<file path="config.mk">
export PLATFORM = sky130hd
export DESIGN_NAME = cbs_ram
export DESIGN_NICKNAME = d
export VERILOG_FILES = /design/src/rtl/closed_bspline_evaluator_defines.svh /design/src/rtl/cbs_ram.sv
export SDC_FILE = /design/constraint.sdc
export NUM_CORES = 2
export LEC_CHECK = 0
export BUFFER_PORTS_ARGS = -buffer_cell sky130_fd_sc_hd__buf_4
export CORE_ASPECT_RATIO = 1.25
export CORE_UTILIZATION = 30
export DETAILED_ROUTE_END_ITERATION = 16
export SLEW_MARGIN = 40
export SYNTH_ARGS = -nofsm -noshare
export SYNTH_HDL_FRONTEND = slang
export SYNTH_SLANG_ARGS = --single-unit
</file>
<file path="constraint.sdc">
create_clock -name clk -period 10.9 [get_ports clk]
set_input_delay 2.18 -clock clk [delete_from_list [all_inputs] [get_ports clk]]
set_output_delay 2.18 -clock clk [all_outputs]
set_load 0.005 [all_outputs]
</file>
<file path="src/rtl/closed_bspline_evaluator_defines.svh">
// ----------------------------------------------------------------------------
// Closed B-spline evaluator assertion macros
// Shared concurrent assertion forms for the evaluator RTL.
// ----------------------------------------------------------------------------
`ifndef CLOSED_BSPLINE_EVALUATOR_DEFINES_SVH
`define CLOSED_BSPLINE_EVALUATOR_DEFINES_SVH

// Same-cycle implication, disabled while reset is low.
`define CBS_ASSERT_NOW(lbl, clk, rstn, pre, post, msg) \
    lbl: assert property (@(posedge clk) disable iff (!rstn) (pre) |-> (post)) \
        else $error(msg);

// Next-cycle implication, disabled while reset is low.
`define CBS_ASSERT_NEXT(lbl, clk, rstn, pre, post, msg) \
    lbl: assert property (@(posedge clk) disable iff (!rstn) (pre) |=> (post)) \
        else $error(msg);

`endif

</file>
<file path="src/rtl/cbs_ram.sv">
// ----------------------------------------------------------------------------
// Generic RAM
// One write port, one read port with registered read data.
// ----------------------------------------------------------------------------
`timescale 1ns / 1ps

module cbs_ram #(
    parameter int WIDTH = 64,
    parameter int DEPTH = 64
) (
    input  logic                     clk,
    input  logic                     we,
    input  logic [$clog2(DEPTH)-1:0] waddr,
    input  logic [WIDTH-1:0]         wdata,
    input  logic                     re,
    input  logic [$clog2(DEPTH)-1:0] raddr,
    output logic [WIDTH-1:0]         rdata
);

    logic [WIDTH-1:0] mem [DEPTH];

    always_ff @(posedge clk) begin
        if (we) begin
            mem[waddr] <= wdata;
        end
        if (re) begin
            rdata <= mem[raddr];
        end
    end

endmodule

</file>
---- Word-level counts from Yosys, hierarchy flattened ----
Memory sizes are Yosys's and may differ from the RTL's. A register that Yosys moved wholly into a read port is not among the register bits.
Cells that the tools add are included.
storage, ports and cells
  flip-flop bits (word level) ............. 0
  memory bits (writable) .................. 4096
  input port bits ......................... 79
  output and inout bits ................... 64
  logic and storage cells ................. 3
  memories kept ........................... 1
memory list
  memory  words  width  read ports  clocked after memory_dff  write ports  RTL line       source
  mem     64     64     1           1                         1            cbs_ram.sv:20  logic [WIDTH-1:0] mem [DEPTH];
cells by class
  mux-type cells .......................... 2
operator list
  kind     count
  $mux W1  2

---- Logic depth before layout (Yosys ltp) ----
  word-level depth ........................ 2
  mapped depth ............................ 9
  depth with buffers taken out ............ 5

---- Worst setup path after synthesis ----
No wires, ideal clock.
  path type ............................... input -> register
  start point ............................. in waddr[3]
  end point ............................... mem mem[48][0], enable pin
  setup time .............................. 0.564 ns
  arrival time ............................ 7.052 ns
  data required time ...................... 10.336 ns
  setup slack ............................. 3.284 ns
  cell stages on the path ................. 4
  buffers on the path ..................... 1
  cells stage by stage .................... clkbuf_1 nor2b_1 nand4b_1 nor3_1
RTL lines
  element          RTL line       source
  start, declared  cbs_ram.sv:13  input logic [$clog2(DEPTH)-1:0] waddr,
  end, declared    cbs_ram.sv:20
Straight into the memory's write port.

==> qor.yml <==
max_cap_violations: 0
grt_usage_pct: 16.7
drive_gt1_share_pct: 28.7
cts_root_buffer: "clkbuf_16"
rsz0062_at_grt: "no"
post_cts_resized: 0
setup_tns_ns: 0
grt_pass1_wl_mm: 622
final.period_utilization_pct: 50.0
fin_crit_ns: 5.46
r2r_setup_slack_ns: 8.44
htreeDepth: 5
gp_congestion: 0.781
min_to: "rdata[42]"
dp_cells: 13500
initial_utilization_pct: 30.2
first_pass_iters: 5
antenna_found_initial: 35
post-route-util_pct: 34.8
max_slew.worst_pin.slew_ns: 0.933
avgSynthCellArea_sq_um: 23.8
die_area_sq_mm: 0.526
r2r-start: "mem[11][32]"
clockBufferDepth: 4
status: "complete, no violations"
setup_ws_ns: 5.44
powerDensity_mw_per_mm2: 181
grt_start_max_net_pins: 122
synth_flop_cell: "edfxtp_1"
num_io_pins: 143
clk_pin_slew_ns: 0.07
final_common_cell: "edfxtp_1"
wl_mm: 452
critical_path_arrival_ns: 6.05
required_ns: 11.49
numPortBuffers: 142
synth_cell_types: 32
via_per_inst: 5.33
post_drt_wl_per_cell_um: 31.9
post-place-ws_ns: 4.52
overflow: 0
vias: 75600
syn_nets: 6677
p_leak_uw: 0.0552
critPathMaxFanout: 72
ys_seq_area_share_pct: 79.6
die_w_um: 649
clock_latency_ns: 0.94
crit_path_end_kind: "register"
fmax_mhz: 183
die_h_um: 811
dp_hpwl_mm: 257
grt_pass1_vias: 76800
syn_area_sq_mm: 0.157
synth_edf_count: 4160
post_cts_buffers: 0
r2r-end: "rdata[32]"
cts_tree: "done"
drc: 0
hold_class: "register to register"
drtAntennaViolNets: 0
finalNetCount: 7095
core_area_sq_mm: 0.520
setup_viol: 0
yosys_warnings: 0
syn_to_final_growth_pct: 15.4
drv_slew: 0
final_hold_viol_count: 0
synthArstFlopShare_pct: 0
max-slew-margin-rel_pct: 37.8
cp-start-kind: "input port"
ys_ff_latch: 4160
reg2regPathDepth: 5
cts_buffers: 372
hold_buffers: 0
finalNonFillerCells: 14200
fin_total_pwr_uw: 32800
critical_path_class: "input port to register"
cts_sinks: 4160
drtIter0Drc: 9529
holdCritStartpoint: "mem[54][42]"
rows: 296
skew_ns: 0.0749
hold_depth: 4
mostFrequentLayoutCells: "edfxtp_1 (4160), mux4_2 (1024), clkbuf_16 (379), buf_4 (295), a22oi_1 (168)"
ir_worst_vdd_uv: 143
synthesis.instances: 6598
[registers in the layout, summed over array words and instances, names as in the netlist]
signal and count:
rdata 64, mem 4096
[area by class of cell]
cell class	instances	area [sq um]
Clock buffer	425	9660
Multi-Input combinational cell	2049	30800
Antenna cell	14	35.0
Sequential cell	4160	125000
Timing Repair Buffer	414	4400
Tap cell	6854	8580
Inverter	19	71.3
Fill cell	47200	339000
Clock inverter	241	2640
[cell usage after synthesis (29+ instances only)]
library cell	instances	share of area (%)
mux2i_1	135	0.86
nand3_1	45	0.14
a211oi_1	63	0.30
buf_2	170	0.54
buf_4	34	0.16
o221ai_1	38	0.21
or3_1	29	0.12
a22o_1	88	0.49
edfxtp_1	4160	80
mux4_2	1024	15
nor2_1	112	0.27
o22ai_1	83	0.33
a22oi_1	168	0.80
clkbuf_1	140	0.33
nand2_1	58	0.14
and3_1	64	0.26
[report_power, final]
part / switching (uW) / internal (uW)
sequential: 80.5 / 17700
combinational: 950 / 567
clock: 5880 / 7590
[worst max-delay path by stage]
| stage | from | endpoint | slack (ns) |
|---|---|---|---|
| final | raddr[0] | rdata[24] | 5.44 |
| after global routing | raddr[0] | rdata[24] | 5.23 |
| after CTS | raddr[0] | rdata[24] | 5.53 |
| after detailed placement | raddr[0] | rdata[24] | 4.52 |
| after global placement | raddr[0] | rdata[24] | 4.56 |
| after floorplan | waddr[3] | mem[48][0] | 3.28 |
[through the flow]
stage,hold WS [ns],area [sq um]
after CTS,0.925,181000
final,0.921,181000
after floorplan,0.865,157000
after global routing,0.948,181000
after global placement,0.889,167000
after detailed placement,0.909,169000
[per-layer routing]
layer  part of all wire, %  vias to the layer above  global-route usage [%]  wire length, um
met1                    37                    41900                    20.5           166000
met3                   6.9                      788                    2.18            31300
li1                      -                    29400                       -                -
met4                   4.3                       16                    6.29            19200
met2                    52                     3511                    30.0           235000
met5                 0.023                        -                       0              105
[cells by family (layout without fill, tap and decap cells)]
group                  Yosys count  count (layout)  share of synthesized area [%]
other                            0              14                              0
DFF                           4160            4160                           79.6
buffers and inverters          389            1099                           1.18
muxes                         1159            1159                           15.6
and+or+nand+nor                386             386                           1.23
AOI/OAI and AO/OA              504             504                           2.47
[worst max-delay path, stage by stage]
cell,delay (ns)
buf_16,0.26
buf_16,0.39
buf_12,0.56
buf_12,0.40
buf_16,0.39
mux4_2,0.57
mux2i_1,0.20
o22ai_1,0.10
a41oi_1,0.56
a211oi_1,0.23
Note: power is estimated with default switching activity, not from simulation.
